===== config.mk =====
export PLATFORM = sky130hd
export DESIGN_NAME = mlfs_scan
export DESIGN_NICKNAME = d
export VERILOG_FILES = /design/src/rtl/mlfs_pkg.sv /design/src/rtl/mlfs_scan.sv
export SDC_FILE = /design/constraint.sdc
export NUM_CORES = 1
export LEC_CHECK = 0
export ABC_AREA = 1
export BUFFER_PORTS_ARGS = -buffer_cell sky130_fd_sc_hd__buf_2
export CORE_ASPECT_RATIO = 0.7
export CORE_MARGIN = 2
export CORE_UTILIZATION = 30
export CTS_CLUSTER_SIZE = 12
export DETAILED_ROUTE_END_ITERATION = 10
export PLACE_DENSITY = 0.51
export SLEW_MARGIN = 20
export SYNTH_ARGS = -nofsm -noshare
export SYNTH_HDL_FRONTEND = slang
export SYNTH_SLANG_ARGS = --single-unit

===== constraint.sdc =====
create_clock -name clk -period 2.3 [get_ports clk]
set_input_delay 0.345 -clock clk [delete_from_list [all_inputs] [get_ports clk]]
set_output_delay 0.345 -clock clk [all_outputs]
set_load 0.05 [all_outputs]

===== src/rtl/mlfs_pkg.sv =====
package mlfs_pkg;

    // Command codes carried by an input word.
    localparam logic [2:0] CMD_SET    = 3'd0;
    localparam logic [2:0] CMD_READ   = 3'd1;
    localparam logic [2:0] CMD_INVERT = 3'd2;
    localparam logic [2:0] CMD_CLEAR  = 3'd3;
    localparam logic [2:0] CMD_PULL   = 3'd4;

    // Color codes for the set command.
    localparam logic [1:0] COLOR_BLACK       = 2'd0;
    localparam logic [1:0] COLOR_WHITE       = 2'd1;
    localparam logic [1:0] COLOR_TRANSPARENT = 2'd2;
    localparam logic [1:0] COLOR_UNKNOWN     = 2'd3;

    // Status codes of a result word.
    localparam logic [1:0] STATUS_OK        = 2'd0;
    localparam logic [1:0] STATUS_RANGE     = 2'd1;
    localparam logic [1:0] STATUS_BAD_COLOR = 2'd2;

    // Configuration register indexes.
    localparam logic [1:0] CFG_MIRROR_X = 2'd0;
    localparam logic [1:0] CFG_MIRROR_Y = 2'd1;
    localparam logic [1:0] CFG_FREEZE   = 2'd2;

    // Scan sequencer widths and page header layout.
    localparam int STEP_W    = 9;
    localparam int PAGE_W    = 4;
    localparam int HDR_STEPS = 3;

    localparam logic [7:0] SCAN_START_COL = 8'h04;
    localparam logic [7:0] NIBBLE_MASK    = 8'h0F;
    localparam logic [7:0] COL_LO_BASE    = 8'h00;
    localparam logic [7:0] COL_HI_BASE    = 8'h10;
    localparam logic [7:0] PAGE_BASE      = 8'hB0;
    localparam logic [7:0] COL_LO_BYTE    = COL_LO_BASE | (SCAN_START_COL & NIBBLE_MASK);
    localparam logic [7:0] COL_HI_BYTE    = COL_HI_BASE | ((SCAN_START_COL >> 4) & NIBBLE_MASK);

    // Control from the command logic to the scan sequencer.
    typedef struct packed {
        logic mark;
        logic pull;
    } scan_ctrl_t;

    // Scan-out byte presented by the sequencer.
    typedef struct packed {
        logic       valid;
        logic       is_data;
        logic [7:0] value;
        logic       done;
    } scan_byte_t;

endpackage


===== src/rtl/mlfs_scan.sv =====
module mlfs_scan #(
    parameter int WIDTH  = 128,
    parameter int HEIGHT = 64,
    parameter int AW     = $clog2(WIDTH * (HEIGHT / 8))
) (
    input  logic                 clk,
    input  logic                 rst_n,
    input  mlfs_pkg::scan_ctrl_t ctrl,
    input  logic                 freeze,
    input  logic [7:0]           rdata,
    output logic [AW-1:0]        data_addr,
    output mlfs_pkg::scan_byte_t scan_byte
);

    import mlfs_pkg::*;

    localparam int PAGES = HEIGHT / 8;
    localparam logic [STEP_W-1:0] STEP_END  = STEP_W'(HDR_STEPS + WIDTH);
    localparam logic [STEP_W-1:0] HDR_LEN   = STEP_W'(HDR_STEPS);
    localparam logic [PAGE_W:0]   PAGE_END  = (PAGE_W + 1)'(PAGES);
    localparam logic [AW-1:0]     PAGES_A   = AW'(PAGES);

    logic              pending_reg;
    logic              active_reg;
    logic [PAGE_W-1:0] page_reg;
    logic [STEP_W-1:0] step_reg;

    logic              start;
    logic              run;
    logic [STEP_W-1:0] step_inc;
    logic [PAGE_W:0]   page_inc;
    logic              wrap;
    logic              last;
    logic [7:0]        col;
    logic [7:0]        hdr_value;

    // A pull with an update pending starts a frame unless frozen.
    assign start = ctrl.pull && !active_reg && pending_reg;
    assign run   = active_reg || (start && !freeze);

    assign step_inc = step_reg + 1'b1;
    assign page_inc = {1'b0, page_reg} + 1'b1;
    assign wrap     = step_inc >= STEP_END;
    assign last     = page_inc >= PAGE_END;

    // Store address of the data byte at the current scan position.
    assign col       = 8'(step_reg - HDR_LEN);
    assign data_addr = AW'(col) * PAGES_A + AW'(page_reg);

    // Header bytes of a page.
    always_comb
    begin
        case (step_reg)
            STEP_W'(0): hdr_value = COL_LO_BYTE;
            STEP_W'(1): hdr_value = COL_HI_BYTE;
            default:    hdr_value = PAGE_BASE | ({4'b0, page_reg} & NIBBLE_MASK);
        endcase
    end

    // Byte presented for this pull.
    always_comb
    begin
        scan_byte.valid   = ctrl.pull && run;
        scan_byte.is_data = scan_byte.valid && (step_reg >= HDR_LEN);
        scan_byte.done    = scan_byte.valid && wrap && last;
        if (!scan_byte.valid)
        begin
            scan_byte.value = 8'h00;
        end
        else if (step_reg >= HDR_LEN)
        begin
            scan_byte.value = rdata;
        end
        else
        begin
            scan_byte.value = hdr_value;
        end
    end

    // Scan position and pending flag.
    always_ff @(posedge clk or negedge rst_n)
    begin
        if (!rst_n)
        begin
            pending_reg <= 1'b1;
            active_reg  <= 1'b0;
            page_reg    <= '0;
            step_reg    <= '0;
        end
        else
        begin
            if (ctrl.mark)
            begin
                pending_reg <= 1'b1;
            end
            else if (start)
            begin
                pending_reg <= 1'b0;
            end

            if (ctrl.pull && run)
            begin
                if (wrap)
                begin
                    step_reg <= '0;
                    if (last)
                    begin
                        page_reg   <= '0;
                        active_reg <= 1'b0;
                    end
                    else
                    begin
                        page_reg   <= page_inc[PAGE_W-1:0];
                        active_reg <= 1'b1;
                    end
                end
                else
                begin
                    step_reg   <= step_inc;
                    active_reg <= 1'b1;
                end
            end
        end
    end

endmodule


Word level (Yosys, flattened, before mapping)
Cells that the tools add are included.

storage, ports and cells
  bits in registers = 15
  input port bits = 13
  output and inout bits = 21
  logic and storage cells = 34

cells by class
  $add $sub $neg = 4
  $lt $le $gt $ge = 3
  equality and inequality tests = 1
  muxes and demuxes = 9
  reductions and logical operators = 13

operators with widths
  cell                   count
  $mux W8                2
  $pmux W8 S2            1
  $add A10 B4 Y10        1
  $add A9 B1 Y9 const B  1
  $eq A9 B1 Y1 const B   1
  $ge A9 B2 Y1 const B   1
  $ge A9 B8 Y1 const B   1
  $logic_not A9 Y1       1
  $mux W9                1
  $logic_and A1 B1 Y1    7
  $sub A7 B2 Y7 const B  1
  $add A4 B1 Y5 const B  1
  $ge A5 B4 Y1 const B   1
  $mux W1                4
  $mux W4                1
  $logic_not A1 Y1       2
  $reduce_and A2 Y1      1
  $reduce_bool A2 Y1     1
  $logic_or A1 B1 Y1     1

Longest topological paths before layout
Gate-level depths: netlist of run 1.

  word-level depth = 8
  gate-level depth with buffers = 12
  mapped depth without buffers = 12

Worst setup path after synthesis of run 1
No wires, ideal clock.

  path kind = reg2out
  from = reg step_reg[0]
  to = out data_addr[9]
  arrival time = 2079 ps
  path slack = -124 ps
  stages on the path, launching flop included = 8
  buffers on the path = 0
  cell sequence = dfrtp_1 > inv_1 > ha_1 > ha_1 > nand3_1 > nor2_1 > nand2_1 > xor2_1

on the way
  longest elaborated chain between the ends = 2

RTL lines
  item                    line              RTL
  start, declared         mlfs_scan.sv:26   logic [STEP_W-1:0] step_reg;
  start signal, assigned  mlfs_scan.sv:119  step_reg <= step_inc;
  $sub A7 B2 Y7           mlfs_scan.sv:47   assign col = 8'(step_reg - HDR_LEN);
  $add A10 B4 Y10         mlfs_scan.sv:48   assign data_addr = AW'(col) * PAGES_A + AW'(page_reg);
  end, declared           mlfs_scan.sv:11   output logic [AW-1:0] data_addr,

Every way passes these cells.

==> impl_summary.txt, run 1 <==
----------------------------------------------------
[Synthesis]
  Cell taking the most area after synthesis ... sky130_fd_sc_hd__dfrtp_1
  Seq/Total Area, Yosys ... 0.283
  Synth warnings ... 0
  Fraction of registers with async set/reset ... 1.00
  Number of synthesized flops with an enable pin ... 0
  Commonest cells post-synth ... sky130_fd_sc_hd__nand2_1, sky130_fd_sc_hd__inv_1, sky130_fd_sc_hd__nor2_1, sky130_fd_sc_hd__nand3_1, sky130_fd_sc_hd__dfrtp_1
  Flip-flop cell with the highest count after synthesis ... sky130_fd_sc_hd__dfrtp_1
  Unique masters post-synth ... 32
  Leading cell types by total area after synthesis ... sky130_fd_sc_hd__dfrtp_1, sky130_fd_sc_hd__nand2_1, sky130_fd_sc_hd__ha_1, sky130_fd_sc_hd__inv_1, sky130_fd_sc_hd__xor2_1
  Post-Syn Nets ... around 210
  Most instantiated library cell after synthesis ... sky130_fd_sc_hd__nand2_1
  Post-synthesis register bit count ... 15
  Fraction of synthesized cell area taken by the top area cell type ... 0.263
  Post-synthesis instance total ... between 150 and 200
  Mean cell area of the mapped netlist ... roughly 7.2 um2
  Post-Syn Area ... 0.00133 mm2

[Floorplanning]
  Die area ... 0.00500 mm2
  Horizontal extent of the die ... between 80 and 90 um
  Number of standard-cell rows in the floorplan ... 20
  Starting density of the core ... 0.310
  Total I/O pin count ... 34
  Placeable core area ... ~0.0043 mm2
  Die height ... 59.8 um

[Setup path]
  Path type of the worst setup path ... flop to output port
  Combined buffer and inverter count along the critical path ... 2
  Critical path required time ... 1960 ps
  Ordered cell list for the critical path ... ha_4 > xnor2_4 > buf_4 > nand2_1 > nor2_1 > nand2_1 > nand2_1 > nand2_2 > nand2_2 > nor2_4 > buf_8
  Critical path's slowest cell ... sky130_fd_sc_hd__dfrtp_2
  Crit path DAT ... between 1500 and 2000 ps
  Cell seen most often among critical-path stages ... sky130_fd_sc_hd__nand2_1
  Worst path top cell family by delay ... simple AND/OR/NAND/NOR gates
  Sort of element at the end of the critical path ... output port
  CP max FO ... 5
  Worst Setup Start Kind ... flop
  Largest stage delay on the critical path ... 480 ps

[Route]
  Total met3 wirelength after detailed routing ... a little under 200 um
  Mean routed wirelength per cell ... 12.3 um
  Routed WL ... around 3.6 mm
  Vias ... ~1300
  Top layer used by detailed routing ... met4
  Wl on met1 ... 1.90 mm
  Iteration-0 DRC Markers ... 53
  DRC viols ... 0
  Antenna Violating Nets Remaining ... 0
  Number of iterations in the first detailed-routing pass ... 4
  Average via count per standard cell ... between 4 and 5
  Met2 WL ... approximately 1.5 mm

[Global route]
  Total overflow reported by the global router ... 0
  First-pass GRT wire length ... between 5 and 6 mm
  Antenna violations before repair ... 0
  Total routing usage reported by global routing ... 0.142
  Number of global-route vias before repair ... 1202
  Largest net degree at the start of global routing ... 19

[Clock tree]
  Clock Tree Buf Depth ... 2
  Clock-pin slew on the worst setup and hold paths ... 60 ps
  Clock tree root driver cell ... sky130_fd_sc_hd__clkbuf_8
  TritonCTS clock tree ... built
  Num Clock Sinks ... 15
  H-tree levels ... 1
  Later-pin clock latency in the skew report ... approximately 250 ps
  Total CTS buffers ... 3

[Timing]
  Share of the clock period used by the worst path ... 0.974
  Setup_tns ... 0 ps
  Number of failing hold endpoints at the final stage ... 0
  Tmin final ... ~2200 ps
  Worst slew margin relative to its limit ... 0.704
  Final worst hold slack ... 5.18 ps
  Tightest Pin Transition ... ~440 ps
  Final worst clock skew ... between 1.5 and 2 ps
  Maximum clock rate ... between 400 and 500 MHz
  Final count of pins violating max slew ... 0
  Final setup fails ... 0
  Unrepaired setup endpoints after global routing ... yes

[Cells and area]
  Register area ... about 380 um2
  Area occupied by multi-input gates ... 996 um2
  Layout cells sized above 1 ... 0.458
  Number of standard cells in the final layout excluding fillers ... between 200 and 300
  Fill cell instance count of the final layout ... roughly 420
  Antenna Cells ... 0
  Largest register FFs ... 9
  Finished Cell Area ... ~0.002 mm2
  Final net count ... between 200 and 300
  Area added between synthesis and finish ... 47.4%

[Placed design]
  Routability Congestion ... between 0.9 and 1
  Port Buf Inserts ... 33
  Post-detailed-placement half-perimeter wirelength ... around 2.6 mm
  Number of instances in the placed design ... 277
  Cell area reported after detailed placement ... between 0.0015 and 0.002 mm2

[Run status]
  Result of the run ... finished, final reports clean

[Run]
  Number of max-capacitance violations reported ... 0

[Worst hold path]
  Worst Hold Class ... input port to async pin

----------------------------------------------------
==> placed cells by master, fill, tap and decap left out, types with 5 or more instances in the layout <==
cell type / instances
sky130_fd_sc_hd__xor2_2: 5
sky130_fd_sc_hd__o22ai_1: 7
sky130_fd_sc_hd__dfrtp_1: 10
sky130_fd_sc_hd__nor2_1: 16
sky130_fd_sc_hd__buf_4: 23
sky130_fd_sc_hd__nand3_1: 12
sky130_fd_sc_hd__buf_2: 22
sky130_fd_sc_hd__nand3_2: 6
sky130_fd_sc_hd__buf_6: 5
sky130_fd_sc_hd__nand2_2: 6
sky130_fd_sc_hd__inv_1: 20
sky130_fd_sc_hd__nand2_1: 38
sky130_fd_sc_hd__xor2_1: 5
==> stage by stage <==
step	utilization	setup slack, ps
detailed placement	0.377	13.2
finish	0.456	59.4
CTS	0.415	-19.9
global placement	0.377	101
floorplan	-	-86.2
global route	0.456	-80.0
==> cell type report <==
class,count,area share
Multi-Input combinational cell,138,0.507
Sequential cell,15,0.194
Timing Repair Buffer,53,0.188
Inverter,26,0.0522
Tap cell,55,0.0350
Clock buffer,3,0.0210
Clock inverter,1,0.00255
==> worst paths after layout <==
kind                                              start  slack, ps  depth (start not counted)                 endpoint
worst max-delay path            step_reg[0]$_DFFE_PN0P_         60                         11             scan_byte[0]
worst min-delay path                              rst_n          5                          1  step_reg[0]$_DFFE_PN0P_
worst max register to register  pending_reg$_DFFE_PN1P_        370                          6  step_reg[2]$_DFFE_PN0P_
worst min register to register  pending_reg$_DFFE_PN1P_        480                          2  pending_reg$_DFFE_PN1P_
max in group asynchronous                         rst_n       1990                          1  pending_reg$_DFFE_PN1P_
min in group clk                                ctrl[1]        270                          3  pending_reg$_DFFE_PN1P_
==> cell families after synthesis <==
group           Yosys count  share of synthesized area
simple gates             94                      0.336
flops                    15                      0.283
xor+xnor                 12                     0.0845
fa+ha+maj                 8                     0.0751
compound gates           24                      0.108
buf+inv                  33                      0.114
==> repair_timing <==
action	4_1_cts	5_1_grt
setup buffers	5	5
endpoints found under the setup margin	13	13
endpoints found under the hold margin	0	0
pin swaps	1	17
hold buffers	0	0
gates resized for setup	20	39
==> metal layers <==
layer  GRT usage  vias up
li1            -      697
met1       0.223      610
met2       0.199       39
met3      0.0345        2
met4      0.0207        0
met5           0        -
Power of run 1 is left out: the tool's default activity adds up to more than one toggle a clock period on the data nets, which glitch-free logic cannot reach.
==> run 2: changes to the inputs <==
--- a/config.mk
+++ b/config.mk
@@ -5,7 +5,6 @@
 export SDC_FILE = /design/constraint.sdc
 export NUM_CORES = 1
 export LEC_CHECK = 0
-export ABC_AREA = 1
 export BUFFER_PORTS_ARGS = -buffer_cell sky130_fd_sc_hd__buf_2
 export CORE_ASPECT_RATIO = 0.7
 export CORE_MARGIN = 2
==> constraint.sdc (replaced) <==
create_clock -name clk -period 2.15 [get_ports clk]
set_input_delay 0.3225 -clock clk [delete_from_list [all_inputs] [get_ports clk]]
set_output_delay 0.3225 -clock clk [all_outputs]
set_load 0.05 [all_outputs]
==> run 2 against run 1 <==
The run now ends with setup timing left. Critical endpoint is now scan_byte[6]. Critical path depth fell by 4. Highest routed layer unchanged. Die area rose by 4.7%. Sequential share of layout area fell by 6.2 points. Non-clock buffer count rose by 46. Sequential cell count did not move. Worst setup slack got worse by 710 ps. Register-to-register slack got worse by 760 ps. Largest cell class unchanged. Final cell count rose by 12%. Core utilization rose by 19 points. Clock-buffer cell count did not move. Via count rose by 30%. Design area rose by 46%.
==> impl_summary.txt, run 2 <==
----------------------------------------------------
[Run status]
  Result of the run ... finished, violations left
  Violated checks ... setup timing

[Route]
  Wl on met1 ... 2.30 mm (+21%)
  Number of iterations in the first detailed-routing pass ... 4 (unchanged)
  Antenna Violating Nets Remaining ... 0 (unchanged)
  Iteration-0 DRC Markers ... 104 (+96%)
  DRC viols ... 0 (unchanged)
  Total met3 wirelength after detailed routing ... 359 um (+86%)
  Vias ... 1752 (+30%)
  Top layer used by detailed routing ... met4
  Mean routed wirelength per cell ... 16.6 um (+35%)
  Routed WL ... 5.44 mm (+51%)
  Average via count per standard cell ... 5.36 (+16%)
  Met2 WL ... 2.70 mm (+83%)

[Run]
  Number of max-capacitance violations reported ... 0 (unchanged)

[Synthesis]
  Commonest cells post-synth ... sky130_fd_sc_hd__nor2_1, sky130_fd_sc_hd__nand2_1, sky130_fd_sc_hd__dfrtp_1, sky130_fd_sc_hd__a21oi_1, sky130_fd_sc_hd__nand3_1
  Proportion of synthesized area in mux cells ... 0.0152 (+0.0152)
  Leading cell types by total area after synthesis ... sky130_fd_sc_hd__dfrtp_1, sky130_fd_sc_hd__ha_1, sky130_fd_sc_hd__nor2_1, sky130_fd_sc_hd__nand2_1, sky130_fd_sc_hd__a21oi_1
  Most instantiated library cell after synthesis ... sky130_fd_sc_hd__nor2_1
  Fraction of synthesized cell area taken by the top area cell type ... 0.250 (-0.0125)
  Fraction of registers with async set/reset ... 1.00 (unchanged)
  Cell taking the most area after synthesis ... sky130_fd_sc_hd__dfrtp_1
  Synth Area in Adders ... 0.0716 (-0.00356)
  Post-Syn Nets ... 204 (-1.4%)
  Mean cell area of the mapped netlist ... 7.64 um2 (+6.7%)
  Flip-flop cell with the highest count after synthesis ... sky130_fd_sc_hd__dfrtp_1
  Number of synthesized flops with an enable pin ... 0 (unchanged)
  Unique masters post-synth ... 48 (+50%)
  Post-Synth XOR/XNOR Area ... 0.0376 (-0.0469)
  Compound-gate portion of the synthesized area ... 0.213 (+0.105)
  Synth warnings ... 0 (unchanged)
  Post-synthesis instance total ... 183 (-1.6%)
  Post-synthesis register bit count ... 15 (unchanged)
  Seq/Total Area, Yosys ... 0.269 (-0.0134)
  Fraction of the mapped netlist area in simple logic gates ... 0.316 (-0.0204)
  Post-Syn Area ... 0.00140 mm2 (+5.0%)
  Combinational family with the most area after synthesis ... simple AND/OR/NAND/NOR gates

[Setup path]
  Worst path top cell family by delay ... simple AND/OR/NAND/NOR gates
  Combined buffer and inverter count along the critical path ... 1 (-1)
  Path type of the worst setup path ... flop to output port
  Largest stage delay on the critical path ... 430 ps (-50 ps)
  Worst setup slack for register-to-register paths ... -390 ps (-760 ps)
  Cell seen most often among critical-path stages ... sky130_fd_sc_hd__or3_4
  Worst Setup Start Kind ... flop
  Sort of element at the end of the critical path ... output port
  Crit path DAT ... 2480 ps (+580 ps)
  Critical path required time ... 1830 ps (-130 ps)
  Ordered cell list for the critical path ... or3_4 > nand2b_4 > or4_4 > or3_4 > o31ai_4 > nor2_2 > buf_6
  CP max FO ... 5 (unchanged)
  Critical path's slowest cell ... sky130_fd_sc_hd__or4_4

[Global route]
  Number of global-route vias before repair ... 1797 (+50%)
  Largest net degree at the start of global routing ... 16 (-3)
  Antenna violations before repair ... 0 (unchanged)
  First-pass GRT wire length ... 8.81 mm (+54%)
  Total overflow reported by the global router ... 0 (unchanged)
  Total routing usage reported by global routing ... 0.220 (+0.0771)

[Timing]
  Final worst hold slack ... 237 ps (+232 ps)
  Final count of pins violating max slew ... 0 (unchanged)
  Worst slew margin relative to its limit ... 0.609 (-0.0949)
  Final worst clock skew ... 3.20 ps (+1.64 ps)
  Maximum clock rate ... between 300 and 400 MHz
  Final Worst Setup Slack ... -651 ps (-710 ps)
  Tightest Pin Transition ... 570 ps (+126 ps)
  Unrepaired setup endpoints after global routing ... yes
  Number of failing hold endpoints at the final stage ... 0 (unchanged)
  Final setup fails ... 27 (+27)
  Tmin final ... 2800 ps
  Setup_tns ... -10840 ps (-10840 ps)
  Share of the clock period used by the worst path ... 1.30

[Power and ir drop]
  Power Density ... ~1100 mW/mm2
  Leak pwr ... 1.17 nW
  Worst-case vdd ir drop ... around 1 mV

[Cells and area]
  Commonest cells after routing, fill and taps aside ... sky130_fd_sc_hd__buf_4, sky130_fd_sc_hd__buf_6, sky130_fd_sc_hd__buf_2, sky130_fd_sc_hd__dfrtp_1, sky130_fd_sc_hd__nand2_1
  Area occupied by multi-input gates ... 0.00149 mm2 (+49%)
  Final net count ... 294 (+14%)
  Largest register FFs ... 9 (unchanged)
  Fill cell instance count of the final layout ... 345 (-19%)
  Most frequent standard cell in the layout excluding fill and tap cells ... sky130_fd_sc_hd__buf_4
  Layout cells sized above 1 ... 0.680 (+0.223)
  Register area ... 378 um2 (-0.98%)
  Area added between synthesis and finish ... 105%
  Antenna Cells ... 0 (unchanged)

[Floorplanning]
  Starting density of the core ... 0.318 (+0.00802)
  Number of standard-cell rows in the floorplan ... 20 (unchanged)
  Die height ... 61.1 um (+2.3%)
  Placeable core area ... 0.00440 mm2 (+2.3%)
  Total I/O pin count ... 34 (unchanged)
  Horizontal extent of the die ... 85.6 um (+2.3%)
  Die area ... 0.00523 mm2 (+4.7%)

[Clock tree]
  TritonCTS clock tree ... built
  Total CTS buffers ... 3 (unchanged)
  H-tree levels ... 1 (unchanged)
  Clock tree root driver cell ... sky130_fd_sc_hd__clkbuf_8
  Num Clock Sinks ... 15 (unchanged)
  Later-pin clock latency in the skew report ... 260 ps (about the same)
  Clock-pin slew on the worst setup and hold paths ... 70 ps (about the same)
  Clock Tree Buf Depth ... 2 (unchanged)

[Placed design]
  Post-detailed-placement half-perimeter wirelength ... 3.53 mm (+36%)
  Port Buf Inserts ... 33 (unchanged)
  Routability Congestion ... 0.813 (-14%)

[Worst hold path]
  Worst Hold Class ... input port to flop

----------------------------------------------------
## run 2: changes by cell type after synthesis, moves of 5 or more
cell / change
sky130_fd_sc_hd__inv_1: -15
sky130_fd_sc_hd__xor2_1: -10
sky130_fd_sc_hd__o21ai_0: +7
sky130_fd_sc_hd__nor3_1: +5
sky130_fd_sc_hd__nand2_1: -24
sky130_fd_sc_hd__nor2b_1: +5
sky130_fd_sc_hd__a21oi_1: +8
sky130_fd_sc_hd__clkbuf_1: +6
sky130_fd_sc_hd__xnor2_1: +5
## run 2: cells by family after synthesis
kind of cell    after synthesis
simple gates                 85
mux                           2
compound gates               44
flops                        15
buf+inv                      23
fa+ha+maj                     8
xor+xnor                      6
## run 2: area by class of cell
cell class	count	share of cell area
repair buffers	99	0.293
clock buffers	3	0.0144
clock inverters	1	0.00175
multi-input cells	145	0.519
flip-flops and latches	15	0.132
inverters	9	0.0149
well taps	55	0.0240
## run 2: worst paths after layout
check,start,to,cells past startpoint
worst max-delay path,step_reg[4]$_DFFE_PN0P_,scan_byte[6],7
worst min-delay path,ctrl[1],pending_reg$_DFFE_PN1P_,2
min in group asynchronous,rst_n,step_reg[6]$_DFFE_PN0P_,2
worst max register to register,step_reg[0]$_DFFE_PN0P_,page_reg[0]$_DFFE_PN0P_,11
max in group asynchronous,rst_n,pending_reg$_DFFE_PN1P_,2
worst min register to register,pending_reg$_DFFE_PN1P_,pending_reg$_DFFE_PN1P_,1
## run 2: timing repair
| action | 4_1_cts | 5_1_grt |
|---|---|---|
| pin swaps | 27 | 27 |
| endpoints found under the hold margin | 14 | 0 |
| resized for setup | 99 | 36 |
| buffers inserted | 14 | 10 |
| setup endpoints to repair | 28 | 28 |
| hold buffers | 1 | 0 |
## run 2: through the flow
step	power (W)	area [um2]	util	cells	setup WS, ps
after floorplan	0.00175	1620	-	183	-544
after global placement	0.00226	2120	0.481	305	-510
after detailed placement	0.00228	2120	0.481	305	-554
after CTS	0.00296	2650	0.601	321	-631
after global routing	0.00336	2860	0.650	327	-732
final	0.00318	2860	0.650	327	-651
## run 2: power breakdown
part	internal, W	switching (W)
registers	0.000355	0.0000549
clock network	0.000129	0.000124
logic	0.00106	0.00146
## run 2: metal layers
metal	vias up	global-route usage
li1	832	-
met1	845	0.280
met2	66	0.383
met3	9	0.0563
met4	0	0.0522
met5	-	0
Power figures use the tool's default switching activity.
==> run 3: changes to the inputs <==
--- a/config.mk
+++ b/config.mk
@@ -7,7 +7,7 @@
 export LEC_CHECK = 0
 export BUFFER_PORTS_ARGS = -buffer_cell sky130_fd_sc_hd__buf_2
 export CORE_ASPECT_RATIO = 0.7
-export CORE_MARGIN = 2
+export CORE_MARGIN = 4
 export CORE_UTILIZATION = 30
 export CTS_CLUSTER_SIZE = 12
 export DETAILED_ROUTE_END_ITERATION = 10
==> run 3 against run 2 <==
The run still ends with setup timing left. Clock skew grew 10 ps. Routed wire length decreased by 2.4%. Fmax rose by 0.18%. Sequential cell count unchanged. Register-to-register slack better by 130 ps. First-iteration DRC count down 38%. Core utilization shrank 1.4 points. Clock power is 2% lower. Die area is 12% higher. Sequential power up 4%. Largest power group unchanged.
==> impl_summary.txt, run 3 (synthesis results as in run 2) <==
----------------------------------------------------
[Clock tree]
  Num Clock Sinks ... 15 (unchanged)
  Total CTS buffers ... 3 (unchanged)
  Clock tree root driver cell ... sky130_fd_sc_hd__clkbuf_8
  Clock Tree Buf Depth ... 2 (unchanged)
  TritonCTS clock tree ... built
  H-tree levels ... 1 (unchanged)
  Clock-pin slew on the worst setup and hold paths ... 80 ps (about the same)
  Later-pin clock latency in the skew report ... 260 ps (about the same)

[Route]
  Antenna Violating Nets Remaining ... 0 (unchanged)
  Mean routed wirelength per cell ... 16.6 um (-0.24%)
  Average via count per standard cell ... 5.39 (+0.55%)
  DRC viols ... 0 (unchanged)
  Routed WL ... 5.31 mm (-2.4%)
  Vias ... 1724 (-1.6%)
  Iteration-0 DRC Markers ... 65 (-38%)
  Number of iterations in the first detailed-routing pass ... 4 (unchanged)

[Setup path]
  Worst Setup Start Kind ... flop
  Endpoint of the most critical setup path ... scan_byte[1]
  Critical path startpoint ... step_reg[3]$_DFFE_PN0P_
  Worst setup slack for register-to-register paths ... -260 ps (+130 ps)
  Ordered cell list for the critical path ... or3_4 > nand2b_4 > or4_4 > or3_4 > buf_6 > nand2_2 > a21oi_4 > buf_6
  Critical path's slowest cell ... sky130_fd_sc_hd__or4_4
  CP max FO ... 5 (unchanged)
  Length in cells of the worst reg-to-reg path ... 13 (+2)
  Critical path required time ... 1830 ps (about the same)
  Capture point of the worst reg-to-reg path ... page_reg[2]$_DFFE_PN0P_
  Sort of element at the end of the critical path ... output port
  Largest stage delay on the critical path ... 420 ps (about the same)
  Path type of the worst setup path ... flop to output port
  Crit path DAT ... 2470 ps (about the same)
  FF-to-FF Start ... step_reg[0]$_DFFE_PN0P_

[Power and ir drop]
  Worst-case vdd ir drop ... 0.600 mV (-39%)
  Power Density ... 1100 mW/mm2 (-1.1%)
  Leak pwr ... 1.13 nW (-3.4%)
  Pwr Total ... 0.00309 W (-2.6%)

[Global route]
  Total overflow reported by the global router ... 0 (unchanged)
  First-pass GRT wire length ... 8.49 mm (-3.7%)
  Number of global-route vias before repair ... 1776 (-1.2%)
  Total routing usage reported by global routing ... 0.185 (-0.0344)
  Antenna violations before repair ... 0 (unchanged)
  Largest net degree at the start of global routing ... 16 (unchanged)

[Placed design]
  Routability Congestion ... 0.835 (+2.6%)
  Port Buf Inserts ... 33 (unchanged)
  Post-detailed-placement half-perimeter wirelength ... 3.67 mm (+3.9%)
  Cell area reported after detailed placement ... 0.00207 mm2 (-2.1%)
  Number of instances in the placed design ... 299 (-2.0%)

[Run]
  Number of max-capacitance violations reported ... 0 (unchanged)

[Timing]
  Share of the clock period used by the worst path ... 1.30 (-0.00233)
  Number of failing hold endpoints at the final stage ... 0 (unchanged)
  Worst slew margin relative to its limit ... 0.567 (-0.0421)
  Maximum clock rate ... 358 MHz (+0.18%)
  Final worst clock skew ... 13.2 ps (+9.99 ps)
  Final count of pins violating max slew ... 0 (unchanged)
  Final setup fails ... 27 (unchanged)
  Final Worst Setup Slack ... -646 ps (+5.01 ps)
  Unrepaired setup endpoints after global routing ... yes
  Tightest Pin Transition ... 647 ps (+77.1 ps)
  Tmin final ... 2800 ps (-5.01 ps)

[Run status]
  Result of the run ... finished, violations left
  Violated checks ... setup timing

[Floorplanning]
  Total I/O pin count ... 34 (unchanged)
  Horizontal extent of the die ... 89.6 um (+4.7%)
  Die area ... 0.00584 mm2 (+12%)
  Starting density of the core ... 0.316 (-0.00179)
  Number of standard-cell rows in the floorplan ... 20 (unchanged)
  Die height ... 65.1 um (+6.5%)
  Placeable core area ... 0.00443 mm2 (+0.57%)

[Cells and area]
  Number of standard cells in the final layout excluding fillers ... 320 (-2.1%)
  Largest register FFs ... 9 (unchanged)
  Area added between synthesis and finish ... 101%
  Commonest cells after routing, fill and taps aside ... sky130_fd_sc_hd__buf_4, sky130_fd_sc_hd__buf_6, sky130_fd_sc_hd__buf_2, sky130_fd_sc_hd__dfrtp_1, sky130_fd_sc_hd__nand2_1
  Final net count ... 287 (-2.4%)
  Most frequent standard cell in the layout excluding fill and tap cells ... sky130_fd_sc_hd__buf_4
  Finished Cell Area ... 0.00282 mm2 (-1.5%)
  Layout cells sized above 1 ... 0.683 (+0.00287)
  Antenna Cells ... 0 (unchanged)

[Worst hold path]
  Number of cells on the worst hold path ... 2 (unchanged)
  Worst Hold Class ... input port to flop

----------------------------------------------------
## run 3: per-layer routing
layer	global-route usage	share of wire	vias to the layer above
met3	0.0376	0.051	10
met2	0.307	0.49	48
met4	0.0316	0.012	0
met1	0.250	0.45	849
li1	-	-	817
met5	0	0	-
## run 3: worst min path at each step
stage                         endpoint  startpoint  slack, ps
2_1_floorplan   active_reg$_DFFE_PN0P_       rst_n         30
3_3_place_gp   step_reg[5]$_DFFE_PN0P_       rst_n        260
3_5_place_dp   step_reg[5]$_DFFE_PN0P_       rst_n        260
4_1_cts        pending_reg$_DFFE_PN1P_     ctrl[1]        240
5_1_grt        pending_reg$_DFFE_PN1P_     ctrl[1]        260
6_report       pending_reg$_DFFE_PN1P_     ctrl[1]        240
## run 3: where the power goes
group / internal (W) / leakage (nW) / switching [W]
clock: 0.000131 / 0.0217 / 0.000117
sequential: 0.000356 / 0.180 / 0.0000728
combinational: 0.00103 / 0.929 / 0.00139
total: 0.00151 / 1.13 / 0.00158
## run 3: area by class of cell
class                           count  area (um2)
Fill cell                         344        1610
Multi-Input combinational cell    145        1510
Timing Repair Buffer               92         774
Sequential cell                    15         379
Tap cell                           55        68.8
Clock buffer                        3        41.3
Inverter                            9        40.0
Clock inverter                      1        7.51
## run 3: critical path: cells and delay by family (launching register included)
| family | cells | cell delay (ps) |
|---|---|---|
| and+or+nand+nor | 5 | 1440 |
| AOI/OAI and AO/OA | 1 | 60 |
| buffers and inverters | 2 | 320 |
| DFF | 1 | 400 |
## run 3: timing repair
action                     4_1_cts  5_1_grt
hold buffers                     1        0
gates resized for setup        103       30
setup endpoints to repair       28       29
hold endpoints to repair        14        0
setup buffers                    8       10
pin swaps                       32       27
## run 3: metrics by stage
step | utilization | setup TNS (ps) | setup WS (ps) | hold WS (ps)
after floorplan | - | -5120 | -544 | 26.9
after global placement | 0.468 | -6370 | -518 | 257
after detailed placement | 0.468 | -7090 | -585 | 263
after global routing | 0.636 | -11030 | -717 | 261
after CTS | 0.589 | -8320 | -654 | 243
final | 0.636 | -8670 | -646 | 241
